## src/sv/smip_pkg.sv

```systemverilog
// Package for the servo motion interpolator: function codes, widths and reset values.
// No dependencies.
package smip_pkg;
  localparam int unsigned NumChannels = 8;
  localparam int unsigned ChanW = 3;
  localparam int unsigned PulseW = 12;
  localparam int unsigned TickMsDefault = 20;
  localparam logic [PulseW-1:0] PulseReset = 12'd1500;
  localparam logic [15:0] MoveTimeReset = 16'd2000;

  localparam logic [2:0] FuncTick = 3'd0;
  localparam logic [2:0] FuncSetPulse = 3'd1;
  localparam logic [2:0] FuncSetAngle = 3'd2;
  localparam logic [2:0] FuncAllMid = 3'd3;
  localparam logic [2:0] FuncAllOff = 3'd4;
  localparam logic [2:0] FuncSlot = 3'd5;

  localparam logic [1:0] RegMinPulse = 2'd0;
  localparam logic [1:0] RegMaxPulse = 2'd1;
  localparam logic [1:0] RegMidPulse = 2'd2;
  localparam logic [1:0] RegSlotUs = 2'd3;
endpackage

```

## src/sv/smip_ram.sv

```systemverilog
// Generic single-port-write, single-read RAM with registered read data.
// No dependencies.
module smip_ram #(
  parameter int unsigned Width = 12,
  parameter int unsigned Depth = 8
) (
  input  logic                     clk_i,
  input  logic                     we_i,
  input  logic [$clog2(Depth)-1:0] waddr_i,
  input  logic [Width-1:0]         wdata_i,
  input  logic [$clog2(Depth)-1:0] raddr_i,
  output logic [Width-1:0]         rdata_o
);
  logic [Width-1:0] mem_q [Depth];

  always_ff @(posedge clk_i) begin
    if (we_i) begin
      mem_q[waddr_i] <= wdata_i;
    end
    rdata_o <= mem_q[raddr_i];
  end
endmodule

```

## src/sv/servo_motion_interpolator_pwm.sv

```systemverilog
// Top level of the eight-channel servo pulse controller with linear interpolation.
// Depends on smip_pkg and smip_ram.
// One transaction at a time; the next is taken in the cycle after the result register loads.
// Asynchronous reset; the target and current RAMs are then filled with 1500.
module servo_motion_interpolator_pwm #(
  parameter int unsigned TickMs = smip_pkg::TickMsDefault
) (
  input  logic        clk_i,
  input  logic        rst_ni,
  input  logic        s_axis_tvalid,
  output logic        s_axis_tready,
  // func[2:0], servo_id[10:3], pulse_us[26:11], angle_deg[42:27], move_ms[58:43]
  input  logic [63:0] s_axis_tdata,
  output logic        m_axis_tvalid,
  input  logic        m_axis_tready,
  // slot_channel[2:0], pin_level[3], pin_present[4], reload_value[20:5],
  // moving[21], target_readback[33:22]
  output logic [39:0] m_axis_tdata,
  input  logic        psel,
  input  logic        penable,
  input  logic        pwrite,
  input  logic [3:0]  paddr,
  input  logic [31:0] pwdata,
  output logic [31:0] prdata,
  output logic        pready
);
  import smip_pkg::*;

  localparam logic [20:0] AngRecip = 21'd1491309;
  localparam longint unsigned TickRecipL =
    ((64'd1 << 26) + 64'(TickMs) - 64'd1) / 64'(TickMs);
  localparam logic [26:0] TickRecip = 27'(TickRecipL);

  typedef enum logic [3:0] {
    StInit, StIdle, StRead, StExec, StBulk, StTkRd, StTkDiv, StTkWr, StOut
  } state_e;

  typedef struct packed {
    logic       we;
    logic [2:0] addr;
    logic [11:0] data;
  } wr_t;

  state_e      state_q;
  logic [11:0] min_q, max_q, mid_q;
  logic [15:0] slot_us_q;
  logic [11:0] step_total_q, steps_left_q;
  logic [15:0] move_time_q;
  logic        running_q, pending_q;
  logic [4:0]  phase_q;
  logic [2:0]  func_q;
  logic [7:0]  id_q;
  logic [15:0] pulse_q, angle_q, ms_q;
  logic [2:0]  ch_q;
  logic [4:0]  cnt_q;
  logic [23:0] num_q;
  logic [23:0] quo_q;
  logic [12:0] rem_q;
  logic        neg_q;
  logic [11:0] tgt_lat_q;
  logic [39:0] out_q;
  logic        out_v_q;
  logic [20:0] slot_q;
  logic [11:0] ang_pulse_q;
  logic [7:0]  ang_cnt_q;

  wr_t         tw, cw, sw;
  logic [2:0]  tra, cra, sra;
  logic [11:0] tgt_rd, cur_rd, st_rd;

  smip_ram #(.Width(PulseW), .Depth(NumChannels)) u_tgt (
    .clk_i, .we_i(tw.we), .waddr_i(tw.addr), .wdata_i(tw.data), .raddr_i(tra), .rdata_o(tgt_rd));
  smip_ram #(.Width(PulseW), .Depth(NumChannels)) u_cur (
    .clk_i, .we_i(cw.we), .waddr_i(cw.addr), .wdata_i(cw.data), .raddr_i(cra), .rdata_o(cur_rd));
  smip_ram #(.Width(PulseW), .Depth(NumChannels)) u_st (
    .clk_i, .we_i(sw.we), .waddr_i(sw.addr), .wdata_i(sw.data), .raddr_i(sra), .rdata_o(st_rd));

  // Configuration port.
  logic cfg_wr;
  assign pready = 1'b1;
  assign cfg_wr = psel & penable & pwrite;
  always_comb begin
    case (paddr[3:2])
      RegMinPulse: prdata = {20'd0, min_q};
      RegMaxPulse: prdata = {20'd0, max_q};
      RegMidPulse: prdata = {20'd0, mid_q};
      default:     prdata = {16'd0, slot_us_q};
    endcase
  end

  logic id_ok;
  assign id_ok = (id_q >= 8'd1) && (id_q <= 8'd6);
  logic [2:0] id3;
  assign id3 = id_q[2:0];

  // Clamped set-pulse or set-angle value and move time.
  logic [15:0] req;
  logic [11:0] clamped;
  logic [15:0] ms_cl;
  always_comb begin
    req = (func_q == FuncSetAngle) ? {4'd0, ang_pulse_q} : pulse_q;
    if (req < {4'd0, min_q}) req = {4'd0, min_q};
    if (req > {4'd0, max_q}) req = {4'd0, max_q};
    clamped = req[11:0];
    ms_cl = ms_q;
    if (ms_cl < 16'd20) ms_cl = 16'd20;
    if (ms_cl > 16'd30000) ms_cl = 16'd30000;
  end

  // Angle: span*angle/180 by multiplying with a scaled reciprocal of 180.
  logic [11:0] span;
  logic [7:0]  ang_cl;
  logic [40:0] ang_prod;
  logic [11:0] ang_quo;
  assign span = (max_q >= min_q) ? max_q - min_q : 12'd0;
  assign ang_cl = (angle_q > 16'd180) ? 8'd180 : angle_q[7:0];
  assign ang_prod = {21'd0, num_q[19:0]} * {20'd0, AngRecip};
  assign ang_quo = ang_prod[39:28];

  // Steps from move time; division by the tick constant through its scaled reciprocal.
  logic [41:0] steps_prod;
  logic [15:0] steps_raw;
  logic [11:0] steps_cl;
  assign steps_prod = {26'd0, move_time_q} * {15'd0, TickRecip};
  assign steps_raw = steps_prod[41:26];
  assign steps_cl = (steps_raw == 16'd0) ? 12'd1 :
                    (steps_raw > 16'd4095) ? 12'd4095 : steps_raw[11:0];

  // Restoring divide step of |num| by step_total.
  logic [12:0] rem_sh;
  logic        q_bit;
  assign rem_sh = {rem_q[11:0], num_q[23]};
  assign q_bit  = rem_sh >= {1'b0, step_total_q};

  logic [12:0] diff;
  logic [24:0] prod;
  assign diff = {1'b0, (pending_q ? cur_rd : st_rd)} - {1'b0, tgt_rd};
  assign prod = $signed(diff) * $signed({1'b0, steps_left_q});

  logic [24:0] qsigned;
  logic [23:0] qmag;
  assign qmag = quo_q + ((neg_q && rem_q != 13'd0) ? 24'd1 : 24'd0);
  assign qsigned = neg_q ? -{1'b0, qmag} : {1'b0, qmag};

  logic [4:0]  ph_n;
  logic [2:0]  sch;
  logic        sch_pin;
  assign ph_n = (phase_q == 5'd16) ? 5'd1 : phase_q + 5'd1;
  assign sch = ph_n[3:1] - {2'd0, ~ph_n[0]} ;
  assign sch_pin = (sch >= 3'd1) && (sch <= 3'd6);

  // Memory port control.
  always_comb begin
    tw = '0; cw = '0; sw = '0;
    tra = id3; cra = sch; sra = ch_q;
    case (state_q)
      StInit: begin
        tw = '{we: 1'b1, addr: ch_q, data: PulseReset};
        cw = '{we: 1'b1, addr: ch_q, data: PulseReset};
      end
      StIdle: begin
        tra = s_axis_tdata[5:3];
      end
      StExec: begin
        if ((func_q == FuncSetPulse || func_q == FuncSetAngle) && id_ok) begin
          tw = '{we: 1'b1, addr: id3, data: clamped};
        end
      end
      StBulk: begin
        if (ch_q >= 3'd1 && ch_q <= 3'd6) begin
          tw = '{we: 1'b1, addr: ch_q,
                 data: (func_q == FuncAllMid) ? mid_q : 12'd0};
          cw = '{we: func_q == FuncAllOff, addr: ch_q, data: 12'd0};
        end
      end
      StTkRd: begin
        tra = ch_q; cra = ch_q; sra = ch_q;
        if (cnt_q == 5'd1 && pending_q) begin
          sw = '{we: 1'b1, addr: ch_q, data: cur_rd};
        end
      end
      StTkWr: begin
        tra = id3;
        cw = '{we: 1'b1, addr: ch_q,
               data: (steps_left_q == 12'd0) ? tgt_lat_q :
                     tgt_lat_q + qsigned[11:0]};
      end
      default: ;
    endcase
  end

  always_ff @(posedge clk_i or negedge rst_ni) begin
    if (!rst_ni) begin
      state_q <= StInit;
      min_q <= 12'd500; max_q <= 12'd2500; mid_q <= 12'd1500; slot_us_q <= 16'd2500;
      step_total_q <= '0; steps_left_q <= '0; move_time_q <= MoveTimeReset;
      running_q <= 1'b0; pending_q <= 1'b0; phase_q <= '0;
      ch_q <= '0; cnt_q <= '0; out_v_q <= 1'b0;
    end else begin
      if (cfg_wr) begin
        case (paddr[3:2])
          RegMinPulse: min_q <= pwdata[11:0];
          RegMaxPulse: max_q <= pwdata[11:0];
          RegMidPulse: mid_q <= pwdata[11:0];
          RegSlotUs:   slot_us_q <= pwdata[15:0];
          default: ;
        endcase
      end
      if (out_v_q && m_axis_tready && state_q != StOut) out_v_q <= 1'b0;
      case (state_q)
        StInit: begin
          ch_q <= ch_q + 3'd1;
          if (ch_q == 3'd7) state_q <= StIdle;
        end
        StIdle: begin
          if (s_axis_tvalid && s_axis_tready) begin
            func_q <= s_axis_tdata[2:0];
            id_q <= s_axis_tdata[10:3];
            pulse_q <= s_axis_tdata[26:11];
            angle_q <= s_axis_tdata[42:27];
            ms_q <= s_axis_tdata[58:43];
            ch_q <= '0;
            cnt_q <= '0;
            ang_cnt_q <= 8'd12;
            ang_pulse_q <= '0;
            num_q <= '0;
            state_q <= StRead;
          end
        end
        StRead: begin
          if (func_q == FuncSetAngle && ang_cnt_q == 8'd12) begin
            num_q <= {4'd0, {8'd0, span} * {12'd0, ang_cl}};
            ang_cnt_q <= 8'd1;
          end else begin
            if (func_q == FuncSetAngle) ang_pulse_q <= ang_quo + min_q;
            state_q <= StExec;
          end
        end
        StExec: begin
          case (func_q)
            FuncSetPulse, FuncSetAngle: begin
              if (id_ok) begin
                move_time_q <= ms_cl;
                pending_q <= 1'b1;
              end
              state_q <= StOut;
            end
            FuncAllMid, FuncAllOff: begin
              ch_q <= '0;
              state_q <= StBulk;
            end
            FuncTick: begin
              if (pending_q) begin
                step_total_q <= steps_cl;
                steps_left_q <= steps_cl - 12'd1;
                running_q <= 1'b1;
                ch_q <= '0; cnt_q <= '0;
                state_q <= StTkRd;
              end else if (running_q) begin
                if (steps_left_q != 12'd0) steps_left_q <= steps_left_q - 12'd1;
                ch_q <= '0; cnt_q <= '0;
                state_q <= StTkRd;
              end else begin
                state_q <= StOut;
              end
            end
            FuncSlot: begin
              phase_q <= (ph_n == 5'd16) ? 5'd0 : ph_n;
              slot_q[2:0] <= sch;
              slot_q[3] <= ph_n[0] && sch_pin && (cur_rd != 12'd0);
              slot_q[4] <= sch_pin;
              slot_q[20:5] <= ph_n[0] ? ({4'd0, cur_rd} - 16'd1) :
                              (slot_us_q - {4'd0, cur_rd} - 16'd1);
              state_q <= StOut;
            end
            default: state_q <= StOut;
          endcase
        end
        StBulk: begin
          ch_q <= ch_q + 3'd1;
          if (ch_q == 3'd7) begin
            if (func_q == FuncAllMid) begin
              move_time_q <= ms_q;
              pending_q <= 1'b1;
            end else begin
              running_q <= 1'b0;
              pending_q <= 1'b0;
            end
            state_q <= StOut;
          end
        end
        StTkRd: begin
          // cnt 0: address issued; cnt 1: data valid.
          if (cnt_q == 5'd0) begin
            cnt_q <= 5'd1;
          end else begin
            tgt_lat_q <= tgt_rd;
            neg_q <= prod[24];
            num_q <= prod[24] ? 24'(-prod) : prod[23:0];
            rem_q <= '0; quo_q <= '0;
            cnt_q <= 5'd24;
            state_q <= StTkDiv;
          end
        end
        StTkDiv: begin
          num_q <= {num_q[22:0], 1'b0};
          rem_q <= q_bit ? rem_sh - {1'b0, step_total_q} : rem_sh;
          quo_q <= {quo_q[22:0], q_bit};
          cnt_q <= cnt_q - 5'd1;
          if (cnt_q == 5'd1) state_q <= StTkWr;
        end
        StTkWr: begin
          ch_q <= ch_q + 3'd1;
          cnt_q <= '0;
          if (ch_q == 3'd7) begin
            pending_q <= 1'b0;
            if (steps_left_q == 12'd0) running_q <= 1'b0;
            state_q <= StOut;
          end else begin
            state_q <= StTkRd;
          end
        end
        StOut: begin
          if (!out_v_q || m_axis_tready) begin
            out_v_q <= 1'b1;
            out_q <= {6'd0,
                      id_ok ? (((func_q == FuncSetPulse) || (func_q == FuncSetAngle)) ?
                               clamped : tgt_rd) : 12'd0,
                      running_q,
                      (func_q == FuncSlot) ? slot_q : 21'd0};
            state_q <= StIdle;
          end
        end
        default: state_q <= StIdle;
      endcase
    end
  end

  assign s_axis_tready = (state_q == StIdle);
  assign m_axis_tvalid = out_v_q;
  assign m_axis_tdata = out_q;

  property p_out_hold;
    @(posedge clk_i) disable iff (!rst_ni) out_v_q && !m_axis_tready |=> out_v_q;
  endproperty
  a_out_hold: assert property (p_out_hold) else $error("result dropped");

  a_no_accept_busy: assert property (@(posedge clk_i) disable iff (!rst_ni)
    s_axis_tvalid && s_axis_tready |=> !s_axis_tready) else $error("accept while busy");

  a_pending_not_running: assert property (@(posedge clk_i) disable iff (!rst_ni)
    state_q == StTkWr && ch_q == 3'd7 |=> !pending_q) else $error("pending kept");
endmodule

```

## config.mk

```make
export PLATFORM = sky130hd
export DESIGN_NAME = servo_motion_interpolator_pwm
export DESIGN_NICKNAME = d
export VERILOG_FILES = /design/src/sv/smip_pkg.sv /design/src/sv/smip_ram.sv /design/src/sv/servo_motion_interpolator_pwm.sv
export SDC_FILE = /design/constraint.sdc
export NUM_CORES = 2
export LEC_CHECK = 0
export ABC_CLOCK_PERIOD_IN_PS = 28500
export BUFFER_PORTS_ARGS = -buffer_cell sky130_fd_sc_hd__buf_2
export CORE_UTILIZATION = 35
export DETAILED_ROUTE_END_ITERATION = 10
export GPL_ROUTABILITY_DRIVEN = 1
export GPL_TIMING_DRIVEN = 0
export PLACE_DENSITY = 0.61
export SYNTH_ARGS = -nofsm -noshare
export SYNTH_HDL_FRONTEND = slang
export SYNTH_SLANG_ARGS = --single-unit
```

## constraint.sdc

```tcl
create_clock -name clk_i -period 28.5 [get_ports clk_i]
set_clock_uncertainty 0.1 [all_clocks]
set_input_delay 7.125 -clock clk_i [delete_from_list [all_inputs] [get_ports clk_i]]
set_output_delay 7.125 -clock clk_i [all_outputs]
set_load 0.01 [all_outputs]
```

==> impl_metrics.py <==
metrics = {
    "route": {
        "drtIter0Drc": 2874,
        "via_count": 34533,
        "drc_errors": 0,
        "wire_per_inst_um": 20.43,
        "drtAntennaViolNets": 0,
        "firstDrtPassIters": 6,
        "routed_wl_um": 136900,
        "via_per_inst": 5.154,
    },
    "synthesis": {
        "synth_edf_count": 478,
        "netlist-cell-type-count": 95,
        "synth_top_family_by_area": "adder cells",
        "post_synth_inst_count": 4501,
        "netlist.area_leader.share_pct": 28.80,
        "yosysTopAreaCell": "edfxtp_1",
        "synth_mux_area_share_pct": 6.625,
        "async_reset_ff_share_pct": 17.89,
        "synth_area_per_cell_um2": 11.07,
        "ys.flop_type": "edfxtp_1",
        "synth_fa_ha_area_share_pct": 29.23,
        "yosys_register_bits": 626,
        "ys.warnings.count": 0,
        "synth_compound_area_share_pct": 8.049,
        "synth_area_um2": 49840,
        "ys_seq_area_share_pct": 35.94,
        "synthXorXnorAreaFrac_pct": 2.847,
        "synth-simple-area-share_pct": 10.49,
        "synth_area_leaders": "edfxtp_1 29%, fa_1 16%, ha_1 13%, inv_1 5.4%, dfrtp_1 4.2%",
    },
    "floorplanning": {
        "die-area_um2": 143900,
        "start_util_pct": 35.24,
        "die_w_um": 379.3,
        "rows": 138,
        "coreArea_um2": 141400,
        "die_y_um": 379.3,
        "pin_count": 182,
    },
    "timing": {
        "timing_hold_violations_final": 0,
        "setup_viol": 0,
        "worst_pin_slew_ps": 1395,
        "period_share_pct": 59.49,
        "slew_headroom_pct": 6.281,
        "setup_tns_ps": 0,
        "fmax_mhz": 58.98,
        "maxSlewViolCount": 0,
        "holdWs_ps": 391.1,
        "fin_crit_ps": 16960,
        "rsz0062_at_grt": "false",
        "setup_ws_ps": 11540,
    },
    "worst_setup_path": {
        "worst_ep_required_time_ps": 21270,
        "path_max_fanout": 10,
        "r2r_cells": 42,
        "endpoint_kind": "primary output",
        "ff2ff_setup_slack_ps": 15830,
        "r2r-start": "pending_q",
        "r2r-end": "num_q[5]",
        "cp_data_arrival_time_ps": 9730,
        "critical_path_class": "primary input to primary output",
        "cp-start-kind": "primary input",
    },
    "clocking": {
        "insertion_delay_ps": 680,
        "htreeDepth": 3,
        "cts_resized": 0,
        "post-cts-setup-buffer-count": 0,
        "clockBufferDepth": 3,
        "cts_hold_buf": 0,
        "cts_buffers": 71,
        "ctsRootBufferMaster": "clkbuf_16",
        "cts_tree": "done",
        "cts_sinks": 626,
        "clk_pin_slew_worst_paths_ps": 70,
    },
    "grt": {
        "grt_pass1_wl_um": 210800,
        "grt_pass1_vias": 35129,
        "overflow": 0,
        "grt_max_degree": 92,
        "track_usage_pct": 19.37,
        "antenna_found_initial": 15,
    },
    "layout": {
        "nets": 5776,
        "syn_to_final_growth_pct": 12.05,
        "layout-drive-gt1-share_pct": 11.75,
        "n_fill_cell": 13668,
    },
    "min_path": {
        "min-delay-start": "step_total_q[9]",
        "hold_class": "flip-flop to flip-flop",
        "hold_end": "step_total_q[9]",
        "hold-path-cell-count": 2,
    },
    "placed_design": {
        "portBuffers": 135,
        "dp_hpwl_um": 110700,
        "dp_slack_ps": 11580,
        "place_congestion": 0.9403,
    },
    "job": {
        "cap_violations": 0,
    },
    "status": {
        "status": "finished, final reports clean",
    },
}
## placed cells by master (no fill, tap or decap), types with 35 or more instances in the layout
cell type / Yosys / layout
and3_1: 37 / 35
and2_1: 92 / 92
mux2_2: 103 / 103
xnor2_1: 105 / 105
nor2_1: 268 / 266
nor2b_1: 38 / 38
edfxtp_1: 478 / 478
nand2_1: 322 / 322
nand3_1: 68 / 68
clkbuf_16: 0 / 71
ha_1: 513 / 513
clkbuf_1: 119 / 129
a21oi_1: 135 / 134
dfxtp_1: 36 / 36
xor2_1: 57 / 57
buf_2: 2 / 136
a21o_1: 39 / 39
mux4_2: 84 / 84
inv_1: 721 / 721
o21ai_0: 177 / 177
nor3_1: 77 / 69
fa_1: 407 / 407
dfrtp_1: 83 / 83
## synthesized netlist by cell type, types with 57 or more instances
cell and n:
clkbuf_1 119, xor2_1 57, mux2_2 103, dfrtp_1 83
nor2_1 268, nor3_1 77, nand3_1 68, nand2_1 322
and2_1 92, o21ai_0 177, mux4_2 84, fa_1 407
a21oi_1 135, inv_1 721, ha_1 513, edfxtp_1 478
xnor2_1 105
## layout make-up
type / instances / area, um^2 / area share, %
Clock inverter: 44 / 624.3 / 1.118
Multi-Input combinational cell: 3019 / 28690 / 51.37
Buffer: 155 / 678.2 / 1.214
Tap cell: 1890 / 2365 / 4.235
Sequential cell: 626 / 17910 / 32.08
Antenna cell: 2 / 5.005 / 0.008962
Timing Repair Buffer: 154 / 949.7 / 1.701
Clock buffer: 88 / 1911 / 3.421
Inverter: 722 / 2710 / 4.853
## metal layers
metal | vias to the layer above | part of all wire (%) | global-route usage (%)
li1 | 15924 | - | -
met1 | 17265 | 45 | 27.08
met2 | 1140 | 45 | 30.63
met3 | 200 | 6.4 | 2.933
met4 | 4 | 3.4 | 6.406
met5 | - | 0.020 | 0
## cell families (layout without fill, tap and decap cells)
kind of cell | after synthesis | in the layout
adders and majority gates | 920 | 920
other | 2 | 25
AOI/OAI and AO/OA | 623 | 623
and+or+nand+nor | 1079 | 1079
buffers and inverters | 877 | 1163
xor gates and xnor gates | 162 | 162
muxes | 212 | 212
DFF | 626 | 626
## worst max-delay path, cell delays in order
cell,delay (ps)
buf_2,170
clkbuf_1,580
clkbuf_1,900
mux4_2,750
buf_2,190
## worst max path at each step
stage	depth (start not counted)	endpoint	startpoint
final	5	prdata[1]	paddr[3]
after CTS	5	prdata[3]	paddr[3]
after detailed placement	5	prdata[3]	paddr[3]
after floorplan	3	prdata[0]	paddr[3]
after global placement	5	prdata[3]	paddr[3]
after global routing	5	prdata[2]	paddr[3]
## metrics by stage
stage | std cells | area (um^2) | util [%]
detailed placement | 6563 | 53270 | 37.67
global route | 6698 | 55840 | 39.49
floorplan | 4522 | 49920 | -
global placement | 6547 | 52960 | 37.45
finish | 6700 | 55840 | 39.49
CTS | 6695 | 55800 | 39.46
## registers in the layout, indices dropped and copies added, names as in the netlist, 13 cells and up
signal	flops
angle_q	16
m_axis_tdata	34
move_time_q	16
ms_q	16
num_q	24
pulse_q	16
rem_q	13
slot_q	21
slot_us_q	16
u_cur.mem_q	96
u_st.mem_q	96
u_tgt.mem_q	96
Power is left out: the tool's default activity adds up to more than one toggle a clock period on the data nets, which glitch-free logic cannot reach.
